<file path="src/hdl/lodd_pkg.sv">
// Package for the lock-order deadlock detector: sizes, codes, sequencer states
// and a small helper function. Depends on nothing; every other file imports it.
`default_nettype none

package lodd_pkg;

    localparam int NUM_LOCKS   = 64;
    localparam int STACK_DEPTH = 16;

    localparam int LOCK_W  = $clog2(NUM_LOCKS);
    localparam int SIDX_W  = $clog2(STACK_DEPTH);
    localparam int COUNT_W = $clog2(STACK_DEPTH + 1);

    typedef logic [LOCK_W-1:0]    lock_id_t;
    typedef logic [NUM_LOCKS-1:0] lock_mask_t;
    typedef logic [COUNT_W-1:0]   held_count_t;
    typedef logic [SIDX_W-1:0]    stack_idx_t;

    // Request codes.
    localparam logic REQ_ACQUIRE = 1'b0;
    localparam logic REQ_RELEASE = 1'b1;

    // Status codes.
    localparam logic [2:0] STATUS_OK            = 3'd0;
    localparam logic [2:0] STATUS_DEADLOCK      = 3'd1;
    localparam logic [2:0] STATUS_REL_EMPTY     = 3'd2;
    localparam logic [2:0] STATUS_REL_NOT_TOP   = 3'd3;
    localparam logic [2:0] STATUS_OVERFLOW      = 3'd4;
    localparam logic [2:0] STATUS_HALTED        = 3'd5;

    localparam held_count_t STACK_FULL = COUNT_W'(STACK_DEPTH);

    typedef enum logic [2:0] {
        ST_IDLE,
        ST_DECODE,
        ST_EDGE_CHK,
        ST_PICK,
        ST_MERGE
    } lodd_state_t;

    // Control from the sequencer to the reachability unit.
    typedef struct packed {
        logic init;   // start a new search from src
        logic take;   // the picked node is being expanded
        logic merge;  // fold the returned row into the masks
    } reach_ctrl_t;

    function automatic lock_mask_t lock_onehot(input lock_id_t id);
        lock_mask_t m;
        m = '0;
        m[id] = 1'b1;
        return m;
    endfunction

endpackage

`default_nettype wire

</file>
<file path="src/hdl/lodd_graph_mem.sv">
// Lock-order adjacency matrix: one row of NUM_LOCKS bits per lock.
// Imports lodd_pkg. Rows never written read as zero through per-row valid bits.
`default_nettype none

module lodd_graph_mem
    import lodd_pkg::*;
(
    input  wire logic       clk,
    input  wire logic       rst_n,
    input  wire logic       wr_en,
    input  wire lock_id_t   wr_addr,
    input  wire lock_mask_t wr_data,
    input  wire logic       rd_en,
    input  wire lock_id_t   rd_addr,
    output lock_mask_t      rd_data
);

    lock_mask_t mem [NUM_LOCKS];
    lock_mask_t row_valid_reg;
    lock_mask_t rd_raw_reg;
    logic       rd_valid_reg;

    always_ff @(posedge clk or negedge rst_n)
    begin
        if (!rst_n)
        begin
            row_valid_reg <= '0;
            rd_valid_reg  <= 1'b0;
        end
        else
        begin
            if (wr_en)
            begin
                row_valid_reg[wr_addr] <= 1'b1;
            end
            if (rd_en)
            begin
                rd_valid_reg <= row_valid_reg[rd_addr];
            end
        end
    end

    always_ff @(posedge clk)
    begin
        if (wr_en)
        begin
            mem[wr_addr] <= wr_data;
        end
        if (rd_en)
        begin
            rd_raw_reg <= mem[rd_addr];
        end
    end

    assign rd_data = rd_valid_reg ? rd_raw_reg : '0;

endmodule

`default_nettype wire

</file>
<file path="config.mk">
export PLATFORM = sky130hd
export DESIGN_NAME = lodd_graph_mem
export DESIGN_NICKNAME = d
export VERILOG_FILES = /design/src/hdl/lodd_pkg.sv /design/src/hdl/lodd_graph_mem.sv
export SDC_FILE = /design/constraint.sdc
export NUM_CORES = 2
export LEC_CHECK = 0
export BUFFER_PORTS_ARGS = -buffer_cell sky130_fd_sc_hd__buf_2
export CAP_MARGIN = 40
export CELL_PAD_IN_SITES_DETAIL_PLACEMENT = 0
export CELL_PAD_IN_SITES_GLOBAL_PLACEMENT = 1
export CORE_ASPECT_RATIO = 2
export CORE_UTILIZATION = 60
export DETAILED_ROUTE_END_ITERATION = 8
export PLACE_DENSITY_LB_ADDON = 0.1
export SYNTH_ARGS = -nofsm -noshare
export SYNTH_HDL_FRONTEND = slang
export SYNTH_SLANG_ARGS = --single-unit
export TNS_END_PERCENT = 10
</file>
<file path="constraint.sdc">
create_clock -name clk -period 5.4 [get_ports clk]
set_input_delay 0.27 -clock clk [delete_from_list [all_inputs] [get_ports clk]]
set_output_delay 0.27 -clock clk [all_outputs]
set_load 0.01 [all_outputs]
</file>
* Word level (Yosys, flattened, before mapping)
Memories as Yosys holds them, arrays and structs flattened. A register that Yosys moved wholly into a read port is not among the register bits.
Index checks and enable logic that the tools add are counted.
** Cells by class
- Bitwise operators :: 1
- Shifts and indexed selects :: 0
- Add/sub/neg operators :: 0
- Reduce and logical (&&, ||, !) cells :: 1
- Equal/unequal tests :: 0
- Div/mod/pow operators :: 0
- $lt $le $gt $ge :: 3
- Multiplexer cells :: 7
- Multiply operators :: 0
** Operators with widths (count)
- 64-bit two-way mux :: 1
- 64-bit bitwise OR :: 1
- 6-bit by 7-bit < comparator with 1-bit output (second input constant) :: 2
- 1-bit binary-select mux with 6-bit select :: 1
- 1-bit demux with 6-bit select :: 1
- 6-bit by 1-bit greater-or-equal comparator with 1-bit output (second input constant) :: 1
- 1-bit two-way mux :: 4
- 1-bit logical AND :: 1
** Storage, ports and cells
- Memory bits (read-only) :: 0
- Flip-flop bits (word level) :: 65
- Latch bits :: 0
- Memories kept :: 1
- Input bits :: 80
- Memory bits (writable) :: 4096
- Output and inout bits :: 64
- Word-level logic and storage cells :: 15
** Memory list
- mem :: words 64, width 64, rd ports 1, clocked after memory_dff 1, wr ports 1, RTL line lodd_graph_mem.sv:18 : lock_mask_t mem [NUM_LOCKS];

* Logic depth before layout (Yosys ltp)
- Depth in word-level cells :: 5
- Depth in mapped cells :: 9
- Mapped depth without buffers :: 5

* Worst setup path after synthesis
OpenSTA, ideal clock, no wires.
- Path kind :: input to register
- Start :: input wr_addr[3]
- End :: register row_valid_reg[48]
- Stages :: 5
- Data arrival time :: 5806 ps
- Setup slack :: -498 ps
- Library setup time :: 92 ps
- Required time :: 5308 ps
- Path buffers :: 1
- Cells stage by stage :: clkbuf_1 nand4b_1 or2_2 nor3_1 or2_2
** Between the ends
- Longest elaborated chain between the ends :: 5
- Elaborated cells on any way between the ends :: 6
- Classes of those cells :: order compare (2); mux (2); bitwise (1); reduce/logical (1)
** Ends and longest elaborated chain
- start: declaration :: RTL line lodd_graph_mem.sv:11 : input wire lock_id_t wr_addr,
- 6-bit by 7-bit < comparator with 1-bit output (not written as such) or 6-bit by 1-bit greater-or-equal comparator with 1-bit output (tied branches) :: RTL line lodd_graph_mem.sv:34 : row_valid_reg[wr_addr] <= 1'b1;
- 1-bit logical AND (not written as such) :: RTL line lodd_graph_mem.sv:34
- 1-bit two-way mux (not written as such) :: RTL line lodd_graph_mem.sv:34
- 1-bit demux with 6-bit select (*) :: RTL line lodd_graph_mem.sv:34
- 64-bit bitwise OR (no source line) (*)
- end signal: assignment :: RTL line lodd_graph_mem.sv:27 : row_valid_reg <= '0;
- end signal: indexed assignment :: RTL line lodd_graph_mem.sv:34
- end: declaration :: RTL line lodd_graph_mem.sv:19 : lock_mask_t row_valid_reg;
Every way passes the cells marked *; elsewhere a longest branch is shown, timed or not.
A chain may end at the register's enable or synchronous reset.

* Worst setup path after layout
- Start :: input wr_addr[2]
- End :: memory mem[37][9] (netlist bit) (enable)
** RTL lines (RTL line)
- end: declaration :: lodd_graph_mem.sv:18
Straight into the memory's write port.

==> results.toml <==
[route]
drtIter0Drc = 10200
drc = 0
num_vias = 75400
ant_nets = 0
dr.pass1.iters = 5
wl_per_cell_um = 42.1
routed_wl_um = 448000
viasPerCell = 7.08

[logic_synthesis]
yosys.area.top_type = "edfxtp_1"
ys_seq_area_share_pct = 79.2
syn_inst = 6310
synthArstFlopShare_pct = 1.54
synth.area.top_cells = "edfxtp_1 (78%), mux4_2 (18%), dfrtp_1 (1.0%)"
post_synth.cell_area_avg_um2 = 25.3
ys_types = 29
yosysTopAreaCellShare_pct = 78.2
ys.flop_type = "edfxtp_1"
ys_ff_latch = 4225
syn_area_mm2 = 0.160
yosysMostFrequentCell = "edfxtp_1"
netlist_top_cells_count = "edfxtp_1 (4160), mux4_2 (1289), clkbuf_1 (182), a22oi_1 (132), buf_2 (111)"
syn-num-nets = 6390
synth-edff-count = 4160
ys_warn_count = 0

[sta]
clock_skew_ps = 52.7
setup_viol = 0
fmax_ghz = 0.334
setup_slack_ps = 2400
finalCriticalPeriod_ps = 3000
grt_setup_unrepaired = "false"
worstMarginPinSlew_ps = 1010
max_slew_margin_pct = 32.6
maxSlewViolCount = 0
hold-worst-slack_ps = 76.6
fin_crit_sh_pct = 55.5
setup_tns_ps = 0
hold_viol = 0

[die]
pin_count = 144
die_area_mm2 = 0.268
core_area_mm2 = 0.265
rows = 267
die_h_um = 732
dieWidth_um = 367
initial_utilization_pct = 60.4

[global_routing]
grt_max_degree = 107
grt_pass1_vias = 77000
grt_pass1_wl_um = 618000
grt_overflow = 0
grt_util_all_layers_pct = 34.0
antenna_found_initial = 30

[hold_path]
min_to = "mem[50][35]"
hp-class = "in2reg"
min_from = "wr_data[35]"
holdPathStages = 1

[placement]
dpl.cell_count = 9925
dpl_worst_slack_ps = 1880
io_buffers = 143
hpwl_um = 240000
gp_congestion = 0.802

[pwr]
power_density_mw_per_mm2 = 361
leakage_nw = 56.3
vdd_drop_max_uv = 304

[clock_tree]
worstSkewPairLatency_ps = 910
numCtsBuffers = 351
post_cts_buffers = 0
clockBufferDepth = 4
h-tree-depth = 5
cts.sinks = 4225
clock-root-buffer = "clkbuf_16"
cts_tree = "built"
cts_resized = 0
path_clk_slew_ps = 70

[setup_path]
r2r_slack_ps = 3100
start_kind = "input pin"
critPathMaxFanout = 25
end_kind = "register"
arrival_ps = 3520
rr_startpoint = "mem[23][7]"
critPathRequiredTime_ps = 5920
criticalPathCategory = "in2reg"
rr_endpoint = "rd_raw_reg[7]"
worstRegToRegCells = 4

[layout]
nNetsFinal = 6933
fin_cells = 10700
largest_register_ffs = 4096
final_util_pct = 68.1
layout-drive-gt1-share_pct = 33.4
syn_to_final_growth_pct = 12.7

[flow_run]
cap_violations = 0

[status]
status = "completed"
==> final cells by class <==
type / instances / area, µm²
Antenna cell: 33 / 82.6
Timing Repair Buffer: 524 / 5820
Tap cell: 3497 / 4380
Multi-Input combinational cell: 1748 / 32300
Clock inverter: 188 / 1660
Sequential cell: 4225 / 127000
Clock buffer: 435 / 9270
Inverter: 3 / 11.3
Fill cell: 16100 / 84500
==> worst max-delay path by stage <==
stage | from | to | slack (ps) | depth (start not counted)
2_1_floorplan | wr_addr[3] | row_valid_reg[49] | -330 | 6
3_3_place_gp | rd_addr[0] | rd_raw_reg[28] | 1870 | 7
3_5_place_dp | rd_addr[0] | rd_raw_reg[27] | 1880 | 7
4_1_cts | wr_addr[1] | mem[33][9] | 2520 | 7
5_1_grt | wr_addr[2] | mem[37][22] | 2400 | 6
6_report | wr_addr[2] | mem[37][9] | 2400 | 6
==> timing repair <==
item	in CTS	in global routing
hold buffers	37	17
hold endpoints to repair	1681	1088
endpoints found under the setup margin	0	0
==> kinds of logic after synthesis <==
family / Yosys count / share of synthesized area [%]
DFF: 4225 / 79.2
buffers and inverters: 337 / 0.900
muxes: 1309 / 18.3
and+or+nand+nor: 300 / 0.948
AOI/OAI and AO/OA: 139 / 0.653
==> critical path: stages <==
cell and delay [ps]:
dlygate4sd3_1 580, buf_2 260, nor2b_1 220, nand3_1 570
nor2_4 900, buf_4 670
==> where the power goes <==
group          leakage [nW]  internal [mW]  switching, mW  total [mW]
clock                  5.35           13.5           11.5        25.0
sequential             38.3           36.4          0.224        36.6
combinational          12.7           1.47           1.87        3.34
==> per-stage QoR <==
step | area, µm² | total power [mW]
2_1_floorplan | 160000 | 39.1
3_3_place_gp | 167000 | 40.5
3_5_place_dp | 168000 | 40.6
4_1_cts | 179000 | 65.2
5_1_grt | 180000 | 66.5
6_report | 180000 | 64.9
==> routing by layer <==
| metal | track usage (%) | share of wire [%] | vias up |
|---|---|---|---|
| met4 | 14.5 | 5.2 | 10 |
| met1 | 43.5 | 34 | 41600 |
| li1 | - | - | 28500 |
| met5 | 0 | 0.016 | - |
| met2 | 58.8 | 53 | 4302 |
| met3 | 4.63 | 8.3 | 996 |
==> cells in the final DEF (no fill, tap or decap), drive strengths merged, types with 2 or more instances in the layout <==
cell         netlist  layout
nand3             10      10
edfxtp          4160    4160
nand2             74      74
diode              0      33
inv                3      16
a22oi            132     132
dlygate4sd3        0      54
buf              152     470
clkbuf           182     435
and2              65      65
bufinv             0      26
a311oi             2       2
clkinvlp           0      14
nor2              68      68
nand2b             3       3
a31oi              2       2
nor2b              7       7
nor3               2       2
mux4            1289    1289
nand3b             2       2
dfrtp             65      65
mux2i             20      20
or2               65      65
clkinv             0     135
Note: power is estimated with default switching activity, not from simulation.
