[src/hdl/lodd_pkg.sv]
// Package for the lock-order deadlock detector: sizes, codes, sequencer states
// and a small helper function. Depends on nothing; every other file imports it.
`default_nettype none

package lodd_pkg;

    localparam int NUM_LOCKS   = 64;
    localparam int STACK_DEPTH = 16;

    localparam int LOCK_W  = $clog2(NUM_LOCKS);
    localparam int SIDX_W  = $clog2(STACK_DEPTH);
    localparam int COUNT_W = $clog2(STACK_DEPTH + 1);

    typedef logic [LOCK_W-1:0]    lock_id_t;
    typedef logic [NUM_LOCKS-1:0] lock_mask_t;
    typedef logic [COUNT_W-1:0]   held_count_t;
    typedef logic [SIDX_W-1:0]    stack_idx_t;

    // Request codes.
    localparam logic REQ_ACQUIRE = 1'b0;
    localparam logic REQ_RELEASE = 1'b1;

    // Status codes.
    localparam logic [2:0] STATUS_OK            = 3'd0;
    localparam logic [2:0] STATUS_DEADLOCK      = 3'd1;
    localparam logic [2:0] STATUS_REL_EMPTY     = 3'd2;
    localparam logic [2:0] STATUS_REL_NOT_TOP   = 3'd3;
    localparam logic [2:0] STATUS_OVERFLOW      = 3'd4;
    localparam logic [2:0] STATUS_HALTED        = 3'd5;

    localparam held_count_t STACK_FULL = COUNT_W'(STACK_DEPTH);

    typedef enum logic [2:0] {
        ST_IDLE,
        ST_DECODE,
        ST_EDGE_CHK,
        ST_PICK,
        ST_MERGE
    } lodd_state_t;

    // Control from the sequencer to the reachability unit.
    typedef struct packed {
        logic init;   // start a new search from src
        logic take;   // the picked node is being expanded
        logic merge;  // fold the returned row into the masks
    } reach_ctrl_t;

    function automatic lock_mask_t lock_onehot(input lock_id_t id);
        lock_mask_t m;
        m = '0;
        m[id] = 1'b1;
        return m;
    endfunction

endpackage

`default_nettype wire

[src/hdl/lodd_reach_unit.sv]
// Reachability search masks: visited and pending sets with a lowest-pending pick.
// Imports lodd_pkg; driven one node at a time by the top-level sequencer.
`default_nettype none

module lodd_reach_unit
    import lodd_pkg::*;
(
    input  wire logic        clk,
    input  wire logic        rst_n,
    input  wire reach_ctrl_t ctrl,
    input  wire lock_id_t    src,
    input  wire lock_mask_t  row,
    output logic             pick_valid,
    output lock_id_t         pick_node
);

    lock_mask_t visited_reg, visited_next;
    lock_mask_t pending_reg, pending_next;
    logic       found;

    always_comb
    begin
        pick_node = '0;
        found     = 1'b0;
        for (int i = 0; i < NUM_LOCKS; i++)
        begin
            if (pending_reg[i] && !found)
            begin
                pick_node = LOCK_W'(i);
                found     = 1'b1;
            end
        end
    end

    assign pick_valid = |pending_reg;

    always_comb
    begin
        visited_next = visited_reg;
        pending_next = pending_reg;
        if (ctrl.init)
        begin
            visited_next = lock_onehot(src);
            pending_next = lock_onehot(src);
        end
        else if (ctrl.take)
        begin
            pending_next = pending_reg & ~lock_onehot(pick_node);
        end
        else if (ctrl.merge)
        begin
            visited_next = visited_reg | row;
            pending_next = pending_reg | (row & ~visited_reg);
        end
    end

    always_ff @(posedge clk or negedge rst_n)
    begin
        if (!rst_n)
        begin
            visited_reg <= '0;
            pending_reg <= '0;
        end
        else
        begin
            visited_reg <= visited_next;
            pending_reg <= pending_next;
        end
    end

endmodule

`default_nettype wire

[config.mk]
export PLATFORM = sky130hd
export DESIGN_NAME = lodd_reach_unit
export DESIGN_NICKNAME = d
export VERILOG_FILES = /design/src/hdl/lodd_pkg.sv /design/src/hdl/lodd_reach_unit.sv
export SDC_FILE = /design/constraint.sdc
export NUM_CORES = 1
export LEC_CHECK = 0
export CAP_MARGIN = 20
export CELL_PAD_IN_SITES_DETAIL_PLACEMENT = 1
export CELL_PAD_IN_SITES_GLOBAL_PLACEMENT = 1
export CORE_ASPECT_RATIO = 1.4
export CORE_MARGIN = 5
export CORE_UTILIZATION = 45
export CTS_BUF_LIST = sky130_fd_sc_hd__clkbuf_2 sky130_fd_sc_hd__clkbuf_4 sky130_fd_sc_hd__clkbuf_8
export DETAILED_ROUTE_END_ITERATION = 10
export DONT_BUFFER_PORTS = 1
export MAX_ROUTING_LAYER = met4
export PLACE_DENSITY = 0.83
export REMOVE_ABC_BUFFERS = 1
export SKIP_CTS_REPAIR_TIMING = 1
export SLEW_MARGIN = 20
export SYNTH_ARGS = -nofsm -noshare
export SYNTH_HDL_FRONTEND = slang
export SYNTH_SLANG_ARGS = --single-unit
[constraint.sdc]
create_clock -name clk -period 3.2 [get_ports clk]
set_clock_uncertainty 0.15 [all_clocks]
set_input_delay 0.64 -clock clk [delete_from_list [all_inputs] [get_ports clk]]
set_output_delay 0.64 -clock clk [all_outputs]
set_load 0.03 [all_outputs]
Yosys cells after proc, flatten, opt, wreduce, memory -nomap -nowiden
Cells that the tools add are included.
{ "word_totals": {"regBits": 128, "inputBits": 75, "out_inout_bits": 7, "word_cells": 281} }
{ "classes": {"n_lt_le_gt_ge": 4, "n_eq_ne": 1, "mux": 136, "n_bitwise": 6, "n_reduce_logical": 132} }
{ "op_table": {"columns": ["op", "n"], "rows": [
  ["2-to-1 mux 64 bit", 6],
  ["2-to-1 mux 6 bit", 62],
  ["bitwise AND 64 bit", 2],
  ["inverter 64 bit", 2],
  ["OR 64 bit", 2],
  ["2-to-1 mux 1 bit", 66],
  ["logical AND 1 bit", 65],
  ["OR reduction 64 bit", 1],
  ["logical NOT 1 bit", 63],
  ["< comparator 6 x 7 -> 1 bit, second input constant", 2],
  ["demux 1 bit (select 6 bit)", 2],
  ["greater-or-equal comparator 6 x 1 -> 1 bit, second input constant", 2],
  ["nonzero test 3 bit", 1],
  ["!= test 2 x 1 -> 1 bit, second input constant", 1],
  ["AND reduction 2 bit", 1],
  ["nonzero test 2 bit", 1]
]} }

Longest topological paths before layout
Gate-level depths: netlist (run 1).
{ "depth": {"word_depth": 198, "ltp_mapped": 13, "mapped_depth_nobuf": 9} }

Least setup slack after synthesis (run 1)
No wires, ideal clock.
{ "synth_path": {"path_kind": "reg-to-output", "start": "register pending_reg[28]", "end": "output pick_node[0]", "arrival_time_ns": 2.797, "required_ns": 2.410, "slack_ns": -0.387, "path_stages_with_launch": 11, "path_buffers": 3, "cell_sequence": "dfrtp_1 -> or4_4 -> buf_6 -> or2_1 -> buf_6 -> or2_2 -> o311ai_0 -> a21o_1 -> o21ai_2 -> inv_2 -> clkbuf_1"} }
{ "synth_via": {"elab_chain_len": 107, "word_cells_on_any_way": 142, "classes_between": "mux: 71; reduce/logical: 71"} }
{ "synth_lines": {"columns": ["item", "line", "rtl"], "rows": [
  ["start: declaration", "lodd_reach_unit.sv:18", "lock_mask_t pending_reg, pending_next;"],
  ["start signal: assignment", "lodd_reach_unit.sv:67", "pending_reg <= pending_next;"],
  ["logical AND 1 bit *", "lodd_reach_unit.sv:27", "if (pending_reg[i] && !found)"],
  ["2-to-1 mux 1 bit", "lodd_reach_unit.sv:27", null],
  ["logical NOT 1 bit", "lodd_reach_unit.sv:27", null],
  ["logical AND 1 bit", "lodd_reach_unit.sv:27", null],
  ["2-to-1 mux 1 bit", "lodd_reach_unit.sv:27", null],
  ["logical NOT 1 bit", "lodd_reach_unit.sv:27", null],
  ["logical AND 1 bit", "lodd_reach_unit.sv:27", null],
  ["2-to-1 mux 1 bit", "lodd_reach_unit.sv:27", null],
  ["[... 91 more ...]", null, null],
  ["logical AND 1 bit", "lodd_reach_unit.sv:27", null],
  ["2-to-1 mux 1 bit", "lodd_reach_unit.sv:27", null],
  ["logical NOT 1 bit", "lodd_reach_unit.sv:27", null],
  ["logical AND 1 bit", "lodd_reach_unit.sv:27", null],
  ["2-to-1 mux 1 bit", "lodd_reach_unit.sv:27", null],
  ["logical NOT 1 bit", "lodd_reach_unit.sv:27", null],
  ["logical AND 1 bit", "lodd_reach_unit.sv:27", null],
  ["2-to-1 mux 6 bit *", "lodd_reach_unit.sv:27", null],
  ["end: declaration", "lodd_reach_unit.sv:14", "output lock_id_t pick_node"]
]} }
Every way passes the cells marked *; elsewhere a longest branch is shown, timed or not.

Worst setup path in the final report (run 1)
{ "layout_path": {"start": "register pending_reg[7]", "end": "output pick_node[1]"} }
{ "layout_via": {"elab_chain_len": 170, "word_cells_on_any_way": 226, "classes_between": "mux: 113; reduce/logical: 113"} }
{ "layout_lines": {"columns": ["item", "line"], "rows": [
  ["logical AND 1 bit *", "lodd_reach_unit.sv:27"],
  ["2-to-1 mux 1 bit", "lodd_reach_unit.sv:27"],
  ["logical NOT 1 bit", "lodd_reach_unit.sv:27"],
  ["logical AND 1 bit", "lodd_reach_unit.sv:27"],
  ["2-to-1 mux 1 bit", "lodd_reach_unit.sv:27"],
  ["logical NOT 1 bit", "lodd_reach_unit.sv:27"],
  ["logical AND 1 bit", "lodd_reach_unit.sv:27"],
  ["2-to-1 mux 1 bit", "lodd_reach_unit.sv:27"],
  ["[... 154 more ...]", null],
  ["logical AND 1 bit", "lodd_reach_unit.sv:27"],
  ["2-to-1 mux 1 bit", "lodd_reach_unit.sv:27"],
  ["logical NOT 1 bit", "lodd_reach_unit.sv:27"],
  ["logical AND 1 bit", "lodd_reach_unit.sv:27"],
  ["2-to-1 mux 1 bit", "lodd_reach_unit.sv:27"],
  ["logical NOT 1 bit", "lodd_reach_unit.sv:27"],
  ["logical AND 1 bit", "lodd_reach_unit.sv:27"],
  ["2-to-1 mux 6 bit *", "lodd_reach_unit.sv:27"]
]} }
Marks and branches as above.

==> flow_summary.yaml, run 1 <==
outcome:
  status: "complete, but fails checks"
  violations: "hold timing, setup timing"
setup_path:
  cp_max_fo: 5
  r2r-end: "pending_reg[20]$_DFFE_PN0P_"
  r2r-start: "pending_reg[7]$_DFFE_PN0P_"
  arrival_ns: 2.81
  worstPathRequired_ns: 2.41
  reg2reg_slack_ns: -0.12
  end_kind: "output port"
  crit_family: "simple AND/OR/NAND/NOR gates"
  critPathBufInv: 2
  critPathLaunchType: "register"
  critical_path_class: "register to output port"
  slowest_delay_ns: 0.60
  crit_chain: "nor4_1 -> buf_4 -> nand4_1 -> or4_4 -> o311a_4 -> nand2_4 -> buf_12"
  reg2regPathDepth: 12
  slowest_stage: "or4_4"
grt:
  grt_pass1_wl_um: 50510
  antenna_found_initial: 0
  grt_pass1_vias: 8998
  grt_max_degree: 129
  grt.total_usage_pct: 34.59
  overflow: 0
die:
  io_pins: 82
  die_w_um: 120.2
  die_y_um: 164.3
  core-area_um2: 16750
  core.rowCount: 56
  die_area_um2: 19740
  start_util_pct: 45.67
timing:
  worst_slack_ns: -0.3993
  holdWs_ns: -0.2879
  tightestPinTransition_ns: 0.9225
  max_freq_ghz: 0.2778
  finalMaxSlewViolations: 0
  layout_min_cycle_time_ns: 3.599
  rsz0062_at_grt: "yes"
  maxSlewHeadroom_pct: 38.33
  setup_viol: 35
  fin_crit_sh_pct: 112.5
  finalHoldViolCount: 128
pwr:
  pwr-share-comb_pct: 37.1
  power.internal_w: 0.003610
  p_leak_nw: 4.129
  vdd_drop_max_mv: 0.3666
  pwr-share-seq_pct: 33.9
  swShare_pct: 36.40
  power_switching_w: 0.002066
  clkPwrFrac_pct: 29.0
  powerDensity_nw_per_um2: 583.4
synth:
  synthAdderAreaFrac_pct: 0
  yosys.area.top_type: "dfrtp_1"
  synth_top_family_by_area: "compound AO/OA/AOI/OAI gates"
  async_flop_share_pct: 100.0
  syn_inst: 925
  synth_commonest_cells: "128 x dfrtp_1, 116 x nor2_1, 113 x o21ai_0, 109 x a21oi_1, 56 x nand2_1"
  yosysMostFrequentCell: "dfrtp_1"
  synth_compound_area_share_pct: 33.99
  synthSimpleGateAreaFrac_pct: 19.83
  synth_xor_area_share_pct: 0
  synth_area_leaders: "dfrtp_1 42%, o21ai_0 7.4%, a21oi_1 7.1%, nor2_1 5.7%, a31oi_1 3.5%"
  synth.avg_cell_area_um2: 8.269
  yosysSeqAreaShare_pct: 41.88
  ys_ff_latch: 128
  synthMuxAreaShare_pct: 0
  netlist_area_um2: 7649
  synth_edf_count: 0
  yosysTopAreaCellShare_pct: 41.88
  synthDistinctLibCells: 57
  yosysWarningCount: 0
  ys.flop_type: "dfrtp_1"
routing:
  via_per_inst: 7.009
  drt-initial-drc-count: 856
  ant_nets: 0
  drt_first_pass_iters: 5
  vias: 8761
  drcViolationCount: 0
  drt-total-wl_um: 34660
  wire_per_inst_um: 27.73
min_path:
  hold_path.class: "input port to async pin"
cts:
  h-tree-depth: 4
  cts_buffers: 17
  clk_pin_slew_ns: 0.08
  cts_num_sinks: 128
  clk_latency_ns: 0.47
  clock_path_buffers: 2
  cts_tree: "done"
  root_buffer: "clkbuf_8"
placed_design:
  gp_congestion: 1.000
  port_buffers: 0
  place_hpwl_um: 23110
layout:
  antenna_cells: 0
  nets: 1109
  num-fill-cells: 1973
  final_util_pct: 58.10
  drive_gt1_share_pct: 24.36
  synthToLayoutAreaGrowth_pct: 27.20
job:
  cap_violations: 0
worst max-delay path by stage:
stage / depth (start not counted) / slack (ns) / start / endpoint
after floorplan: 5 / -0.55 / ctrl[2] / pending_reg[0]$_DFFE_PN0P_
after global placement: 10 / -0.18 / pending_reg[20]$_DFFE_PN0P_ / pending_reg[16]$_DFFE_PN0P_
after detailed placement: 10 / -0.18 / pending_reg[24]$_DFFE_PN0P_ / pending_reg[48]$_DFFE_PN0P_
after CTS: 6 / -0.60 / pending_reg[28]$_DFFE_PN0P_ / pick_node[1]
after global routing: 7 / -0.47 / pending_reg[4]$_DFFE_PN0P_ / pick_node[0]
final: 7 / -0.40 / pending_reg[7]$_DFFE_PN0P_ / pick_node[1]
logic make-up (layout without fill, tap and decap cells):
family	Yosys count	count (layout)
AOI/OAI and AO/OA	419	419
and+or+nand+nor	301	301
DFF	128	128
buffers and inverters	77	199
per-stage QoR:
step           setup slack (ns)  TNS, ns  area (um2)  instances  power, W
2_1_floorplan           -0.5496   -22.17        7372        862  0.002686
3_3_place_gp            -0.1783   -1.788        8690       1199  0.003554
3_5_place_dp            -0.1827   -3.568        8690       1199  0.003587
4_1_cts                 -0.5971   -8.074        9141       1231  0.005232
5_1_grt                 -0.4739   -6.612        9729       1250  0.005860
6_report                -0.3993   -3.170        9729       1250  0.005676
power by group through the flow:
stage,combinational (W),sequential [W],clock [W]
6_report,0.00211,0.00192,0.00165
5_1_grt,0.00221,0.00193,0.00173
4_1_cts,0.00168,0.00190,0.00165
3_5_place_dp,0.00166,0.00193,0
3_3_place_gp,0.00163,0.00192,0
2_1_floorplan,0.000764,0.00192,0
worst reg2reg max path: stages, from the launching register on:
cell and delay [ns]:
dfrtp_1 0.45, nor4_1 0.31, buf_4 0.20, nand4_1 0.16, or4_4 0.60, o311a_1 0.38
o21ai_2 0.11, buf_4 0.16, buf_12 0.14, buf_12 0.15, buf_6 0.10, a31oi_2 0.07
a211o_1 0.23
per-layer routing:
layer  vias up  global-route usage (%)  part of all wire, %
li1       3725                       -                    -
met1      4393                   36.97                   35
met2       442                   58.61                   50
met3       201                   5.718                  6.3
met4         0                   23.71                  8.5
met5         -                       -                    0
layout make-up:
| class | count | area (um2) | share of cell area, % |
|---|---|---|---|
| clock buffers | 20 | 269.0 | 2.765 |
| clock inverters | 12 | 182.7 | 1.878 |
| inverters | 14 | 57.56 | 0.5916 |
| multi-input cells | 720 | 4454 | 45.78 |
| flip-flops and latches | 128 | 3203 | 32.92 |
| well taps | 203 | 254.0 | 2.611 |
| repair buffers | 153 | 1309 | 13.45 |
cells in the final DEF (no fill, tap or decap), types with 6 or more instances in the layout:
master / netlist / routed
a31oi_1: 43 / 33
inv_1: 13 / 12
nand4_1: 6 / 6
a41oi_1: 14 / 13
buf_6: 4 / 12
o21bai_1: 6 / 6
clkbuf_8: 0 / 19
and3_1: 7 / 6
nor4_1: 18 / 9
a21oi_1: 109 / 109
buf_4: 1 / 133
nor3b_1: 35 / 35
a211o_1: 24 / 24
nor3_1: 9 / 7
nor2_1: 116 / 112
o21ai_0: 113 / 110
dfrtp_1: 128 / 128
nor4_2: 0 / 8
o211ai_1: 34 / 34
nor2b_1: 8 / 8
nand2_1: 56 / 51
nand3_1: 7 / 6
o22ai_1: 32 / 32
Note: power is estimated with default switching activity, not from simulation.
==> inputs of run 2 (changes only) <==
--- a/config.mk
+++ b/config.mk
@@ -9,7 +9,6 @@
 export CELL_PAD_IN_SITES_DETAIL_PLACEMENT = 1
 export CELL_PAD_IN_SITES_GLOBAL_PLACEMENT = 1
 export CORE_ASPECT_RATIO = 1.4
-export CORE_MARGIN = 5
 export CORE_UTILIZATION = 45
 export CTS_BUF_LIST = sky130_fd_sc_hd__clkbuf_2 sky130_fd_sc_hd__clkbuf_4 sky130_fd_sc_hd__clkbuf_8
 export DETAILED_ROUTE_END_ITERATION = 10
==> flow_summary.yaml, run 2 (synthesized netlist as in run 1, its figures left out) <==
grt:
  antenna_found_initial: 0
  grt.total_usage_pct: 37.94
  grt_max_degree: 129
  overflow: 0
  grt_pass1_vias: 8831
  grt_pass1_wl_um: 48510
timing:
  finalHoldViolCount: 128
  holdWs_ns: -0.2871
  fin_crit_sh_pct: 115.5
  maxSlewHeadroom_pct: 35.90
  finalMaxSlewViolations: 0
  rsz0062_at_grt: "yes"
  tightestPinTransition_ns: 0.9589
  max_freq_ghz: 0.2705
  setup_viol: 55
  layout_min_cycle_time_ns: 3.697
  worst_slack_ns: -0.4973
setup_path:
  critPathLaunchType: "register"
  worstPathRequired_ns: 2.41
  critical_path_class: "register to output port"
  cp_max_fo: 6
  arrival_ns: 2.91
  end_kind: "output port"
pwr:
  vdd_drop_max_mv: 0.3306
  pwr-share-comb_pct: 36.4
  power.internal_w: 0.003353
  swShare_pct: 36.24
  clkPwrFrac_pct: 27.2
  powerDensity_nw_per_um2: 559.3
  power_switching_w: 0.001906
  p_leak_nw: 3.991
  pwr-share-seq_pct: 36.4
layout:
  synthToLayoutAreaGrowth_pct: 22.95
  num-fill-cells: 2016
  drive_gt1_share_pct: 22.07
  final_cell_mix: "127 x dfrtp_1, 118 x buf_4, 111 x o21ai_0"
  nets: 1087
  stdcell_area_um2: 9404
  final_util_pct: 56.39
  final_common_cell: "dfrtp_1"
  antenna_cells: 0
  fin_cells: 1227
placed_design:
  placed_cell_area_um2: 8680
  port_buffers: 0
  place_inst: 1189
  place_hpwl_um: 22290
  gp_congestion: 0.9837
  pre_cts_slack_ns: -0.07160
routing:
  drcViolationCount: 5
  vias: 8482
  drt-initial-drc-count: 617
  ant_nets: 0
  via_per_inst: 6.913
  drt_first_pass_iters: 8
  drt-total-wl_um: 32350
  wire_per_inst_um: 26.36
cts:
  root_buffer: "clkbuf_8"
  clk_pin_slew_ns: 0.08
  cts_tree: "done"
  clk_latency_ns: 0.47
  h-tree-depth: 4
  cts_buffers: 17
  clock_path_buffers: 2
  cts_num_sinks: 128
die:
  core-area_um2: 16680
  io_pins: 82
  die_w_um: 112.2
  start_util_pct: 45.87
  die_area_um2: 17530
  core.rowCount: 56
  die_y_um: 156.3
job:
  cap_violations: 0
outcome:
  status: "complete, but fails checks"
  violations: "DRC, hold timing, setup timing"
min_path:
  hold_path.class: "input port to async pin"
run 2: power groups by stage:
| stage | Sequential (W) | Combinational [W] | Clock (W) |
|---|---|---|---|
| 2_1_floorplan | 0.00192 | 0.000764 | 0 |
| 3_3_place_gp | 0.00192 | 0.00163 | 0 |
| 3_5_place_dp | 0.00192 | 0.00166 | 0 |
| 4_1_cts | 0.00189 | 0.00167 | 0.00144 |
| 5_1_grt | 0.00192 | 0.00201 | 0.00150 |
| 6_report | 0.00191 | 0.00192 | 0.00143 |
run 2: metal layers:
| metal | track usage [%] | routed length [um] | vias up |
|---|---|---|---|
| li1 | - | - | 3684 |
| met1 | 39.80 | 11730 | 4297 |
| met2 | 65.78 | 16680 | 353 |
| met3 | 5.964 | 1660 | 148 |
| met4 | 25.84 | 2278 | 0 |
| met5 | - | 0 | - |
run 2: critical path, stage by stage (launching register included):
cell and delay, ns:
dfrtp_1 0.39, nor4_1 0.58, nand4_1 0.27, or4_4 0.62, o311a_4 0.34, o21ai_4 0.09
clkinv_4 0.15
run 2: worst paths after layout:
path / start / endpoint / slack [ns] / cells after the start
worst min-delay path: rst_n / visited_reg[19]$_DFFE_PN0P_ / -0.29 / 0
max in group asynchronous: rst_n / pending_reg[15]$_DFFE_PN0P_ / 2.89 / 0
worst max register to register: pending_reg[8]$_DFFE_PN0P_ / pending_reg[6]$_DFFE_PN0P_ / -0.22 / 9
min in group clk: ctrl[2] / visited_reg[1]$_DFFE_PN0P_ / 0.14 / 1
worst max-delay path: pending_reg[8]$_DFFE_PN0P_ / pick_node[0] / -0.50 / 6
worst min register to register: visited_reg[27]$_DFFE_PN0P_ / visited_reg[27]$_DFFE_PN0P_ / 0.40 / 2
run 2: cell type report:
type / instances / area [um2] / area share (%)
clock buffer: 21 / 282.8 / 3.007
clock inverter: 10 / 111.4 / 1.184
inverter: 14 / 57.56 / 0.6120
multi-input combinational: 720 / 4358 / 46.34
sequential: 128 / 3204 / 34.07
tap: 203 / 254.0 / 2.701
timing repair buffer: 130 / 1131 / 12.03
timing repair inverter: 1 / 5.005 / 0.05322
run 2: per-stage QoR:
step | total power [W] | TNS [ns]
after global routing | 0.005430 | -11.41
final | 0.005259 | -6.999
after CTS | 0.005013 | -3.775
after floorplan | 0.002686 | -22.17
after global placement | 0.003551 | -0.05101
after detailed placement | 0.003580 | -0.6237
==> inputs of run 3 (changes only) <==
--- a/config.mk
+++ b/config.mk
@@ -9,15 +9,16 @@
 export CELL_PAD_IN_SITES_DETAIL_PLACEMENT = 1
 export CELL_PAD_IN_SITES_GLOBAL_PLACEMENT = 1
 export CORE_ASPECT_RATIO = 1.4
-export CORE_UTILIZATION = 45
+export CORE_UTILIZATION = 50
 export CTS_BUF_LIST = sky130_fd_sc_hd__clkbuf_2 sky130_fd_sc_hd__clkbuf_4 sky130_fd_sc_hd__clkbuf_8
 export DETAILED_ROUTE_END_ITERATION = 10
 export DONT_BUFFER_PORTS = 1
 export MAX_ROUTING_LAYER = met4
-export PLACE_DENSITY = 0.83
+export PLACE_DENSITY = 0.88
 export REMOVE_ABC_BUFFERS = 1
 export SKIP_CTS_REPAIR_TIMING = 1
 export SLEW_MARGIN = 20
 export SYNTH_ARGS = -nofsm -noshare
 export SYNTH_HDL_FRONTEND = slang
 export SYNTH_SLANG_ARGS = --single-unit
+export TNS_END_PERCENT = 5
==> constraint.sdc (replaced) <==
create_clock -name clk -period 3.47 [get_ports clk]
set_clock_uncertainty 0.15 [all_clocks]
set_input_delay 0.694 -clock clk [delete_from_list [all_inputs] [get_ports clk]]
set_output_delay 0.694 -clock clk [all_outputs]
set_load 0.03 [all_outputs]
==> flow_summary.yaml, run 3 (synthesized netlist as in run 1, its figures left out) <==
die:
  core-area_um2: 14990
  die_area_um2: 15800
  start_util_pct: 51.04
  core.rowCount: 53
  die_w_um: 106.5
  io_pins: 82
  die_y_um: 148.3
pwr:
  clkPwrFrac_pct: 27.8
  power.internal_w: 0.002912
  vdd_drop_max_mv: 0.2882
  pwr-share-seq_pct: 38.1
  swShare_pct: 37.86
  p_leak_nw: 3.791
  pwr-share-comb_pct: 34.1
  p_total_w: 0.004685
  power_switching_w: 0.001774
  powerDensity_nw_per_um2: 520.2
cts:
  root_buffer: "clkbuf_8"
  clk_latency_ns: 0.46
  h-tree-depth: 4
  clk_pin_slew_ns: 0.09
  cts_tree: "done"
  clock_path_buffers: 2
  cts_buffers: 17
  cts_num_sinks: 128
timing:
  setup_viol: 5
  tightestPinTransition_ns: 1.042
  tns_ns: -0.7129
  layout_min_cycle_time_ns: 3.702
  fin_crit_sh_pct: 106.7
  finalHoldViolCount: 128
  rsz0062_at_grt: "yes"
  worst_slack_ns: -0.2318
  max_freq_ghz: 0.2701
  finalMaxSlewViolations: 0
  holdWs_ns: -0.2320
  maxSlewHeadroom_pct: 30.30
routing:
  drt_first_pass_iters: 5
  vias: 8483
  drt-total-wl_um: 32670
  ant_nets: 0
  via_per_inst: 7.117
  wire_per_inst_um: 27.41
  drt-initial-drc-count: 644
  drcViolationCount: 0
setup_path:
  end_kind: "output port"
  r2r-start: "pending_reg[29]$_DFFE_PN0P_"
  worstPathRequired_ns: 2.63
  cp_max_fo: 7
  reg2regPathDepth: 11
  arrival_ns: 2.86
  critical_path_class: "register to output port"
  critPathLaunchType: "register"
  reg2reg_slack_ns: 0.06
  r2r-end: "pending_reg[7]$_DFFE_PN0P_"
  startpoint: "pending_reg[29]$_DFFE_PN0P_"
grt:
  grt_pass1_wl_um: 50110
  grt.total_usage_pct: 43.67
  grt_max_degree: 129
  overflow: 0
  grt_pass1_vias: 9044
  antenna_found_initial: 0
layout:
  drive_gt1_share_pct: 17.90
  final_cell_mix: "123 x dfrtp_1, 116 x nor2_1, 113 x o21ai_0"
  stdcell_area_um2: 9007
  nets: 1062
  synthToLayoutAreaGrowth_pct: 17.77
  final_common_cell: "dfrtp_1"
  antenna_cells: 0
placed_design:
  gp_congestion: 1.033
  place_hpwl_um: 23120
  placed_cell_area_um2: 8433
  pre_cts_slack_ns: 0.04729
  port_buffers: 0
min_path:
  hold_path.class: "input port to async pin"
job:
  cap_violations: 0
outcome:
  status: "complete, but fails checks"
  violations: "hold timing, setup timing"
## run 3: power groups by stage
| stage | logic [W] | registers (W) | clock network, W |
|---|---|---|---|
| after global routing | 0.00168 | 0.00179 | 0.00136 |
| after global placement | 0.00142 | 0.00179 | 0 |
| after CTS | 0.00148 | 0.00177 | 0.00131 |
| after floorplan | 0.000704 | 0.00177 | 0 |
| final | 0.00160 | 0.00179 | 0.00130 |
| after detailed placement | 0.00147 | 0.00179 | 0 |
## run 3: worst max-delay path by stage
| stage | endpoint | slack (ns) | depth (start not counted) |
|---|---|---|---|
| finish | pick_node[0] | -0.23 | 7 |
| global route | pick_node[0] | -0.32 | 10 |
| CTS | pick_node[1] | -0.43 | 5 |
| detailed placement | pending_reg[7]$_DFFE_PN0P_ | 0.05 | 10 |
| global placement | pending_reg[7]$_DFFE_PN0P_ | -0.04 | 12 |
| floorplan | pending_reg[0]$_DFFE_PN0P_ | -0.33 | 5 |
## run 3: layout make-up
type,instances,area (um2)
sequential,128,3209
inverter,14,52.55
fill,1784,5979
clock inverter,13,126.4
tap,192,240.2
clock buffer,19,261.5
multi-input combinational,720,4244
timing repair buffer,106,873.3
## run 3: metrics by stage
step                cells  hold slack [ns]  utilization, %
finish               1192          -0.2320           60.10
global route         1192          -0.2583           60.10
CTS                  1186          -0.2556           58.86
detailed placement   1154           0.2511           56.27
global placement     1154           0.2509           56.27
floorplan             862           0.2484               -
## run 3: worst max-delay path, cell delays in order (launching register included)
cell and delay (ns):
dfrtp_1 0.40, or4_4 0.53, or2_4 0.28, or4_4 0.53, o311a_1 0.35, o21ai_2 0.09, inv_2 0.08, buf_12 0.14
## run 3: per-layer routing
metal  routed length (um)  share of wire, %  GRT usage [%]
met1                11630                36          47.22
met2                16770                51          72.31
met3                 1843               5.6          6.748
met4                 2428               7.4          32.40
met5                    0                 0              -
